$ cat config.mk
export PLATFORM = sky130hd
export DESIGN_NAME = mips_rtype_execute
export DESIGN_NICKNAME = d
export VERILOG_FILES = /design/src/hw/rtl/mre_pkg.sv /design/src/hw/rtl/mips_rtype_execute.sv /design/src/hw/rtl/mre_ram.sv /design/src/hw/rtl/mre_regfile.sv /design/src/hw/rtl/mre_alu.sv
export VERILOG_INCLUDE_DIRS = /design/src /design/src/hw/rtl
export SDC_FILE = /design/constraint.sdc
export NUM_CORES = 2
export LEC_CHECK = 0
export BUFFER_PORTS_ARGS = -buffer_cell sky130_fd_sc_hd__buf_2
export CAP_MARGIN = 0
export CORE_AREA = 10 10 308 429
export CTS_CLUSTER_DIAMETER = 150
export DETAILED_ROUTE_END_ITERATION = 16
export DIE_AREA = 0 0 318 439
export GPL_TIMING_DRIVEN = 0
export PLACE_DENSITY = 0.81
export SYNTH_ARGS = -nofsm -noshare
export SYNTH_HDL_FRONTEND = slang
export SYNTH_SLANG_ARGS = --single-unit
$ cat constraint.sdc
create_clock -name clk -period 14.1 [get_ports clk]
set_input_delay 0 -clock clk [delete_from_list [all_inputs] [get_ports clk]]
set_output_delay 0 -clock clk [all_outputs]
set_load 0.05 [all_outputs]
$ cat src/hw/rtl/mips_rtype_execute_assert.svh
// assertion macros shared by the execute unit
`ifndef MIPS_RTYPE_EXECUTE_ASSERT_SVH
`define MIPS_RTYPE_EXECUTE_ASSERT_SVH

// same-cycle implication, checked outside reset
`define MRE_ASSERT_NOW(lbl, ante, cons, msg) \
    lbl: assert property (@(posedge clk) disable iff (!rst_n) (ante) |-> (cons)) \
        else $error(msg);

// next-cycle implication, checked outside reset
`define MRE_ASSERT_NEXT(lbl, ante, cons, msg) \
    lbl: assert property (@(posedge clk) disable iff (!rst_n) (ante) |=> (cons)) \
        else $error(msg);

`endif

$ cat src/hw/rtl/mre_pkg.sv
// types, widths, funct and status codes of the execute unit
package mre_pkg;

    localparam int XLEN   = 32;
    localparam int REG_AW = 5;
    localparam int NREGS  = 32;

    localparam logic [5:0] F_SLL  = 6'h00;
    localparam logic [5:0] F_SRL  = 6'h02;
    localparam logic [5:0] F_JR   = 6'h08;
    localparam logic [5:0] F_ADD  = 6'h20;
    localparam logic [5:0] F_ADDU = 6'h21;
    localparam logic [5:0] F_SUB  = 6'h22;
    localparam logic [5:0] F_SUBU = 6'h23;
    localparam logic [5:0] F_AND  = 6'h24;
    localparam logic [5:0] F_SLT  = 6'h2a;
    localparam logic [5:0] F_SLTU = 6'h2b;

    localparam logic [1:0] ST_OK       = 2'd0;
    localparam logic [1:0] ST_ILLEGAL  = 2'd1;
    localparam logic [1:0] ST_OVERFLOW = 2'd2;

    localparam logic KIND_EXEC = 1'b0;
    localparam logic KIND_LOAD = 1'b1;

    localparam logic [XLEN-1:0] PC_STEP = 32'd4;

    typedef struct packed {
        logic              en;
        logic [REG_AW-1:0] addr;
        logic [XLEN-1:0]   data;
    } wr_t;

    typedef struct packed {
        logic [1:0]        status;
        logic [XLEN-1:0]   next_pc;
        logic [XLEN-1:0]   write_value;
        logic [REG_AW-1:0] dest_index;
        logic              wrote;
    } res_t;

endpackage

$ cat src/hw/rtl/mips_rtype_execute.sv
// top level of the r-format execute unit
//
//  port group | dir | payload
//  s_*        | in  | tuser: kind; tdata: instr_word, load_index, load_value
//  m_*        | out | tdata: wrote, dest_index, write_value, next_pc, status
//
// one item per cycle sustained while m_tready is high; each item passes the stage 1 registers, then the result register
// register file read issues at input accept, data returns in the next cycle from ram
// the item writes back as it leaves the execute stage; a bypass register covers
// the write that lands on the same edge as the next item's read
// rst_n clears pc, valid bits and stage valids; no clearing pass is needed
// a stalled result beat holds one item in execute, ready drops only when both are full
`include "mips_rtype_execute_assert.svh"

module mips_rtype_execute
    import mre_pkg::*;
(
    input  logic        clk,
    input  logic        rst_n,
    input  logic        s_tvalid,
    output logic        s_tready,
    input  logic [71:0] s_tdata,   // instr_word, load_index, load_value, zero pad
    input  logic        s_tuser,   // kind
    output logic        m_tvalid,
    input  logic        m_tready,
    output logic [71:0] m_tdata    // wrote, dest_index, write_value, next_pc, status
);

    logic              in_fire;
    logic              s1_fire;
    logic              s1_vld_reg;
    logic              s1_vld_next;
    logic              s1_kind_reg;
    logic [XLEN-1:0]   s1_word_reg;
    logic [REG_AW-1:0] s1_lidx_reg;
    logic [XLEN-1:0]   s1_lval_reg;
    logic              out_vld_reg;
    logic              out_vld_next;
    res_t              out_res_reg;
    logic [XLEN-1:0]   pc_reg;
    logic [XLEN-1:0]   pc_next;
    logic [REG_AW-1:0] raddr_a;
    logic [REG_AW-1:0] raddr_b;
    logic [XLEN-1:0]   op_a;
    logic [XLEN-1:0]   op_b;
    res_t              res;
    wr_t               alu_wr;
    wr_t               rf_wr;

    assign s1_fire  = s1_vld_reg && (!out_vld_reg || m_tready);
    assign s_tready = !s1_vld_reg || s1_fire;
    assign in_fire  = s_tvalid && s_tready;

    // re-read the held item's operands while it waits
    assign raddr_a = in_fire ? s_tdata[25:21] : s1_word_reg[25:21];
    assign raddr_b = in_fire ? s_tdata[20:16] : s1_word_reg[20:16];

    mre_regfile u_regfile (
        .clk     (clk),
        .rst_n   (rst_n),
        .raddr_a (raddr_a),
        .raddr_b (raddr_b),
        .rs_q    (s1_word_reg[25:21]),
        .rt_q    (s1_word_reg[20:16]),
        .wr      (rf_wr),
        .a       (op_a),
        .b       (op_b)
    );

    mre_alu u_alu (
        .kind       (s1_kind_reg),
        .word       (s1_word_reg),
        .load_index (s1_lidx_reg),
        .load_value (s1_lval_reg),
        .a          (op_a),
        .b          (op_b),
        .pc         (pc_reg),
        .res        (res),
        .wr         (alu_wr)
    );

    always_comb
    begin
        rf_wr    = alu_wr;
        rf_wr.en = alu_wr.en && s1_fire;
    end

    always_comb
    begin
        s1_vld_next  = in_fire || (s1_vld_reg && !s1_fire);
        out_vld_next = s1_fire || (out_vld_reg && !m_tready);
        pc_next      = s1_fire ? res.next_pc : pc_reg;
    end

    always_ff @(posedge clk or negedge rst_n)
    begin
        if (!rst_n)
        begin
            s1_vld_reg  <= 1'b0;
            out_vld_reg <= 1'b0;
            pc_reg      <= '0;
        end
        else
        begin
            s1_vld_reg  <= s1_vld_next;
            out_vld_reg <= out_vld_next;
            pc_reg      <= pc_next;
        end
    end

    always_ff @(posedge clk)
    begin
        if (in_fire)
        begin
            s1_kind_reg <= s_tuser;
            s1_word_reg <= s_tdata[31:0];
            s1_lidx_reg <= s_tdata[36:32];
            s1_lval_reg <= s_tdata[68:37];
        end
        if (s1_fire)
        begin
            out_res_reg <= res;
        end
    end

    assign m_tvalid = out_vld_reg;
    assign m_tdata  = out_res_reg;

    `MRE_ASSERT_NOW(a_no_zero_write, rf_wr.en, rf_wr.addr != '0, "write to register zero")
    `MRE_ASSERT_NOW(a_write_ok_status, rf_wr.en, res.status == ST_OK, "write with bad status")
    `MRE_ASSERT_NEXT(a_pc_hold, !s1_fire, $stable(pc_reg), "pc moved without an item")
    `MRE_ASSERT_NOW(a_no_overrun, s1_fire, !out_vld_reg || m_tready, "result overwritten")
    `MRE_ASSERT_NOW(a_load_pc, s1_fire && s1_kind_reg == KIND_LOAD, res.next_pc == pc_reg,
        "preload changed pc")

endmodule

$ cat src/hw/rtl/mre_ram.sv
// generic single-write, single-read ram with registered read (read-first)
module mre_ram #(
    parameter int WIDTH = 32,
    parameter int DEPTH = 32
) (
    input  logic                     clk,
    input  logic                     we,
    input  logic [$clog2(DEPTH)-1:0] waddr,
    input  logic [WIDTH-1:0]         wdata,
    input  logic [$clog2(DEPTH)-1:0] raddr,
    output logic [WIDTH-1:0]         rdata
);

    logic [WIDTH-1:0] mem_reg [DEPTH];
    logic [WIDTH-1:0] rdata_reg;

    always_ff @(posedge clk)
    begin
        if (we)
        begin
            mem_reg[waddr] <= wdata;
        end
        rdata_reg <= mem_reg[raddr];
    end

    assign rdata = rdata_reg;

endmodule

$ cat src/hw/rtl/mre_regfile.sv
// register file: two ram copies for two read ports, valid bits and write bypass
module mre_regfile
    import mre_pkg::*;
(
    input  logic              clk,
    input  logic              rst_n,
    input  logic [REG_AW-1:0] raddr_a,
    input  logic [REG_AW-1:0] raddr_b,
    input  logic [REG_AW-1:0] rs_q,
    input  logic [REG_AW-1:0] rt_q,
    input  wr_t               wr,
    output logic [XLEN-1:0]   a,
    output logic [XLEN-1:0]   b
);

    logic [XLEN-1:0]   ram_a;
    logic [XLEN-1:0]   ram_b;
    logic [NREGS-1:0]  vld_reg;
    logic [NREGS-1:0]  vld_next;
    logic              byp_vld_reg;
    logic [REG_AW-1:0] byp_addr_reg;
    logic [XLEN-1:0]   byp_data_reg;

    mre_ram #(.WIDTH(XLEN), .DEPTH(NREGS)) u_ram_a (
        .clk   (clk),
        .we    (wr.en),
        .waddr (wr.addr),
        .wdata (wr.data),
        .raddr (raddr_a),
        .rdata (ram_a)
    );

    mre_ram #(.WIDTH(XLEN), .DEPTH(NREGS)) u_ram_b (
        .clk   (clk),
        .we    (wr.en),
        .waddr (wr.addr),
        .wdata (wr.data),
        .raddr (raddr_b),
        .rdata (ram_b)
    );

    always_comb
    begin
        vld_next = vld_reg;
        if (wr.en)
        begin
            vld_next[wr.addr] = 1'b1;
        end
    end

    always_ff @(posedge clk or negedge rst_n)
    begin
        if (!rst_n)
        begin
            vld_reg     <= '0;
            byp_vld_reg <= 1'b0;
        end
        else
        begin
            vld_reg     <= vld_next;
            byp_vld_reg <= wr.en;
        end
    end

    // write landing in the same edge as the read is not seen by the ram
    always_ff @(posedge clk)
    begin
        byp_addr_reg <= wr.addr;
        byp_data_reg <= wr.data;
    end

    always_comb
    begin
        if (byp_vld_reg && byp_addr_reg == rs_q)
        begin
            a = byp_data_reg;
        end
        else
        begin
            a = vld_reg[rs_q] ? ram_a : '0;
        end
        if (byp_vld_reg && byp_addr_reg == rt_q)
        begin
            b = byp_data_reg;
        end
        else
        begin
            b = vld_reg[rt_q] ? ram_b : '0;
        end
    end

endmodule

$ cat src/hw/rtl/mre_alu.sv
// decode and execute of one r-format word or preload
module mre_alu
    import mre_pkg::*;
(
    input  logic              kind,
    input  logic [XLEN-1:0]   word,
    input  logic [REG_AW-1:0] load_index,
    input  logic [XLEN-1:0]   load_value,
    input  logic [XLEN-1:0]   a,
    input  logic [XLEN-1:0]   b,
    input  logic [XLEN-1:0]   pc,
    output res_t              res,
    output wr_t               wr
);

    logic [5:0]        funct;
    logic [4:0]        shamt;
    logic [REG_AW-1:0] rd;
    logic              is_sub;
    logic [XLEN-1:0]   sum;
    logic              ovf;
    logic [XLEN-1:0]   r;
    logic              wr_ok;
    logic [1:0]        st;
    logic [XLEN-1:0]   npc;
    logic [REG_AW-1:0] dst;
    logic [XLEN-1:0]   val;

    assign funct  = word[5:0];
    assign shamt  = word[10:6];
    assign rd     = word[15:11];
    assign is_sub = (funct == F_SUB) || (funct == F_SUBU);
    assign sum    = a + (is_sub ? ~b : b) + {{(XLEN-1){1'b0}}, is_sub};
    assign ovf    = is_sub ? (((a ^ b) & (a ^ sum)) >> (XLEN-1)) != '0
                           : (((a ^ sum) & (b ^ sum)) >> (XLEN-1)) != '0;

    always_comb
    begin
        r     = '0;
        wr_ok = 1'b0;
        st    = ST_OK;
        npc   = pc + PC_STEP;
        unique case (funct) inside
            F_ADD, F_SUB:
            begin
                r     = sum;
                wr_ok = !ovf;
                st    = ovf ? ST_OVERFLOW : ST_OK;
            end
            F_ADDU, F_SUBU:
            begin
                r     = sum;
                wr_ok = 1'b1;
            end
            F_AND:
            begin
                r     = a & b;
                wr_ok = 1'b1;
            end
            F_SLT:
            begin
                r     = {{(XLEN-1){1'b0}}, $signed(a) < $signed(b)};
                wr_ok = 1'b1;
            end
            F_SLTU:
            begin
                r     = {{(XLEN-1){1'b0}}, a < b};
                wr_ok = 1'b1;
            end
            F_SLL:
            begin
                r     = b << shamt;
                wr_ok = 1'b1;
            end
            F_SRL:
            begin
                r     = b >> shamt;
                wr_ok = 1'b1;
            end
            F_JR:
            begin
                npc = a;
            end
            default:
            begin
                st = ST_ILLEGAL;
            end
        endcase

        if (kind == KIND_LOAD)
        begin
            r     = load_value;
            wr_ok = 1'b1;
            st    = ST_OK;
            npc   = pc;
            dst   = load_index;
        end
        else
        begin
            dst = rd;
        end

        val = r;
        wr.en   = wr_ok && dst != '0;
        wr.addr = dst;
        wr.data = val;

        res.wrote       = wr.en;
        res.dest_index  = wr.en ? dst : '0;
        res.write_value = wr.en ? val : '0;
        res.next_pc     = npc;
        res.status      = st;
    end

endmodule

==> impl_metrics.xml <==
<?xml version="1.0" encoding="UTF-8"?>
<metrics>
  <group name="sta">
    <metric name="max_freq" unit="MHz">93.7</metric>
    <metric name="hold_viol_final" unit="">0</metric>
    <metric name="finalSetupTns" unit="ns">0</metric>
    <metric name="finalClockSkew" unit="ns">0.0413</metric>
    <metric name="period_minus_slack" unit="ns">10.67</metric>
    <metric name="rsz0062_at_grt" unit="">no</metric>
    <metric name="final_max_slew_viol_count" unit="">105</metric>
    <metric name="fin_hold_ws" unit="ns">0.190</metric>
    <metric name="timing.slew.headroom" unit="">-0.0649</metric>
    <metric name="period_share" unit="">0.757</metric>
    <metric name="worst-slew-pin-transition" unit="ns">1.60</metric>
    <metric name="setup_violations" unit="">0</metric>
    <metric name="final_worst_setup_slack" unit="ns">3.43</metric>
  </group>
  <group name="final_layout">
    <metric name="area.growth.synth_to_final" unit="%">15.1</metric>
    <metric name="non_filler_instance_count_after_layout" unit="">7276</metric>
    <metric name="layout-drive-gt1-share" unit="">0.214</metric>
    <metric name="largest_reg_flops" unit="">960</metric>
    <metric name="nFillCells" unit="">8610</metric>
    <metric name="layout.nets" unit="">5693</metric>
  </group>
  <group name="clock_network">
    <metric name="max-clock-path-buffers" unit="">3</metric>
    <metric name="worstSkewPairLatency" unit="ns">0.86</metric>
    <metric name="cts_repair_resize_count" unit="">0</metric>
    <metric name="clk_root_buffer_cell" unit="">sky130_fd_sc_hd__clkbuf_16</metric>
    <metric name="clock_tree_from_tritoncts" unit="">built</metric>
    <metric name="clkSlewWorstSetupHoldPaths" unit="ns">0.07</metric>
    <metric name="cts_buffer_count" unit="">119</metric>
    <metric name="number_of_levels_the_h_tree_was_split_into" unit="">3</metric>
    <metric name="cts_num_sinks" unit="">1328</metric>
    <metric name="cts_post_setup_buffers_inserted" unit="">0</metric>
  </group>
  <group name="setup_path">
    <metric name="stage_delay_of_the_slowest_cell_on_the_critical_path" unit="ns">1.29</metric>
    <metric name="worstSetupEndpointType" unit="">flop</metric>
    <metric name="timing.setup.critical_path_class" unit="">flop to flop</metric>
    <metric name="critPathSlowestCell" unit="">sky130_fd_sc_hd__o211ai_1</metric>
    <metric name="arrival" unit="ns">11.20</metric>
    <metric name="r2r-start" unit="">s1_word_reg[21]</metric>
    <metric name="cp_max_fo" unit="">10</metric>
    <metric name="startpoint_type" unit="">flop</metric>
    <metric name="setup.worst_path.start" unit="">s1_word_reg[21]</metric>
    <metric name="required" unit="ns">14.63</metric>
  </group>
  <group name="grt">
    <metric name="grt_max_degree" unit="">55</metric>
    <metric name="initial_antenna_violation_count" unit="">42</metric>
    <metric name="grt-ovfl-total" unit="">0</metric>
    <metric name="global_route.usage.total" unit="">0.462</metric>
    <metric name="via_count_of_the_first_global_routing_pass" unit="">55900</metric>
    <metric name="grt_first_pass_wirelength" unit="um">448000</metric>
  </group>
  <group name="flow_run">
    <metric name="max_cap_violations" unit="">13</metric>
  </group>
  <group name="logic_synthesis">
    <metric name="postSynthAreaPerCell" unit="um2">13.6</metric>
    <metric name="ys_top_cells_by_area" unit="">sky130_fd_sc_hd__edfxtp_1 51%, sky130_fd_sc_hd__mux4_2 18%, sky130_fd_sc_hd__nand2_1 4.8%, sky130_fd_sc_hd__dfxtp_1 3.0%, sky130_fd_sc_hd__nand3_1 2.9%</metric>
    <metric name="synth_edf_count" unit="">1160</metric>
    <metric name="synth.yosys.warnings" unit="">0</metric>
    <metric name="synth.distinct_cells" unit="">97</metric>
    <metric name="netlist_area" unit="um2">67900</metric>
    <metric name="ys_ff_latch" unit="">1328</metric>
    <metric name="async_flop_share" unit="">0.0505</metric>
    <metric name="ys.flop_type" unit="">sky130_fd_sc_hd__edfxtp_1</metric>
    <metric name="synth_cells" unit="">4996</metric>
    <metric name="fraction_of_the_yosys_area_taken_by_sequential_cells" unit="">0.568</metric>
    <metric name="synth_largest_area_cell" unit="">sky130_fd_sc_hd__edfxtp_1</metric>
    <metric name="yosys.area.top_type_share" unit="">0.513</metric>
  </group>
  <group name="outcome">
    <metric name="outcome" unit="">complete, but fails checks</metric>
    <metric name="failing_checks" unit="">max-capacitance violations, max-slew violations</metric>
  </group>
  <group name="pwr">
    <metric name="leakage_power_summed_over_all_cells" unit="nW">27.1</metric>
    <metric name="power_density_cells" unit="nW/um2">133</metric>
    <metric name="ir_worst_vdd" unit="mV">0.163</metric>
    <metric name="report.power.total" unit="W">0.0104</metric>
  </group>
  <group name="placed_design">
    <metric name="place.detailed.hpwl" unit="um">226000</metric>
    <metric name="placed_cells" unit="">6880</metric>
    <metric name="dp_slack" unit="ns">3.68</metric>
    <metric name="total_of_buffers_placed_on_input_and_output_ports" unit="">141</metric>
    <metric name="gp_routability_congestion" unit="">1.14</metric>
  </group>
  <group name="route">
    <metric name="drc" unit="">0</metric>
    <metric name="vias_per_cell" unit="">7.70</metric>
    <metric name="drt_iter0_drc" unit="">10800</metric>
    <metric name="drt-wirelength-per-cell" unit="um">44.3</metric>
    <metric name="totalWireLength" unit="um">322000</metric>
    <metric name="drt_pre_antenna_iters" unit="">10</metric>
    <metric name="drtAntennaViolNets" unit="">0</metric>
    <metric name="route.vias.total" unit="">56100</metric>
  </group>
  <group name="floorplan">
    <metric name="floorplan.core_area" unit="um2">124000</metric>
    <metric name="top_level_ports" unit="">151</metric>
    <metric name="chipWidth" unit="um">318</metric>
    <metric name="initial_utilization" unit="">0.548</metric>
    <metric name="dieArea" unit="um2">140000</metric>
    <metric name="std_cell_rows" unit="">153</metric>
    <metric name="chip_height" unit="um">439</metric>
  </group>
  <group name="hold_path">
    <metric name="hold_path_class" unit="">input pin to asynchronous set/reset pin</metric>
  </group>
</metrics>
[final timing paths]
check                                              endpoint  slack, ns  cells past startpoint
max                        u_regfile.u_ram_b.mem_reg[5][24]       3.43                     25
min                                               pc_reg[1]       0.19                      4
max reg2reg                u_regfile.u_ram_b.mem_reg[5][24]       3.43                     25
min reg2reg                           u_regfile.vld_reg[18]       0.49                      1
max in group asynchronous             u_regfile.vld_reg[16]      13.65                      4
min in group clk                 u_regfile.u_ram_b.rdata[1]       0.34                      5
[cell usage after synthesis (all sizes together) (78+ instances only)]
| cell type | n |
|---|---|
| a21oi | 125 |
| buf | 127 |
| clkbuf | 221 |
| dfxtp | 101 |
| edfxtp | 1160 |
| ha | 95 |
| inv | 78 |
| mux2i | 85 |
| mux4 | 530 |
| nand2 | 874 |
| nand3 | 399 |
| nor2 | 159 |
| o21ai | 208 |
[where the power goes]
group          internal [W]  total, W  switching, W
combinational      0.000712   0.00241       0.00170
sequential          0.00447   0.00458      0.000112
clock               0.00181   0.00340       0.00159
total               0.00700    0.0104       0.00340
[area by class of cell]
type,count,area [um2],area share
Antenna cell,30,75.1,0.000961
Tap cell,1627,2040,0.0261
Sequential cell,1328,38500,0.493
Clock buffer,148,3250,0.0416
Buffer,348,1480,0.0190
Inverter,80,303,0.00388
Timing Repair Buffer,372,3560,0.0456
Clock inverter,72,729,0.00934
Multi-Input combinational cell,3271,28200,0.360
[cells in the final DEF (no fill, tap or decap), types with 95 or more instances in the layout]
cell type / instances
sky130_fd_sc_hd__edfxtp_1: 1160
sky130_fd_sc_hd__nand2_1: 874
sky130_fd_sc_hd__mux4_2: 530
sky130_fd_sc_hd__nand3_1: 397
sky130_fd_sc_hd__clkbuf_1: 224
sky130_fd_sc_hd__buf_2: 168
sky130_fd_sc_hd__o21ai_0: 166
sky130_fd_sc_hd__nor2_1: 146
sky130_fd_sc_hd__dlygate4sd3_1: 135
sky130_fd_sc_hd__clkbuf_16: 124
sky130_fd_sc_hd__a21oi_1: 117
sky130_fd_sc_hd__dfxtp_1: 101
sky130_fd_sc_hd__ha_1: 95
[what timing repair did]
action	in CTS	in global routing
endpoints found under the hold margin	140	1
setup endpoints to repair	0	0
hold buffers	135	1
[layer usage]
metal	GRT usage	wire length, um	up-vias
met4	0.477	43600	20
met1	0.448	88700	26900
met5	0	189	-
li1	-	-	20700
met3	0.192	42500	2213
met2	0.720	147000	6241
[kinds of logic after synthesis]
logic type / Yosys count / synth area share
XOR/XNOR: 79 / 0.0102
multiplexers: 632 / 0.191
other: 1 / 0.0000552
flip-flops: 1328 / 0.568
buffers and inverters: 428 / 0.0260
adder cells (fa/ha/maj): 96 / 0.0178
AO/OA/AOI/OAI: 740 / 0.0767
AND/OR/NAND/NOR: 1692 / 0.110
[through the flow]
step	area (um2)	util
after global placement	70700	0.571
after CTS	77800	0.628
after detailed placement	72500	0.585
after global routing	78100	0.630
final	78100	0.631
after floorplan	68000	-
[critical path: cells and delay by family (launching register included)]
kind / cells / cell delay (ns)
adders and majority gates: 1 / 0.21
muxes: 2 / 0.35
and+or+nand+nor: 8 / 3.21
buffers and inverters: 9 / 3.38
DFF: 1 / 0.32
AOI/OAI and AO/OA: 5 / 2.80
Note: power is estimated with default switching activity, not from simulation.
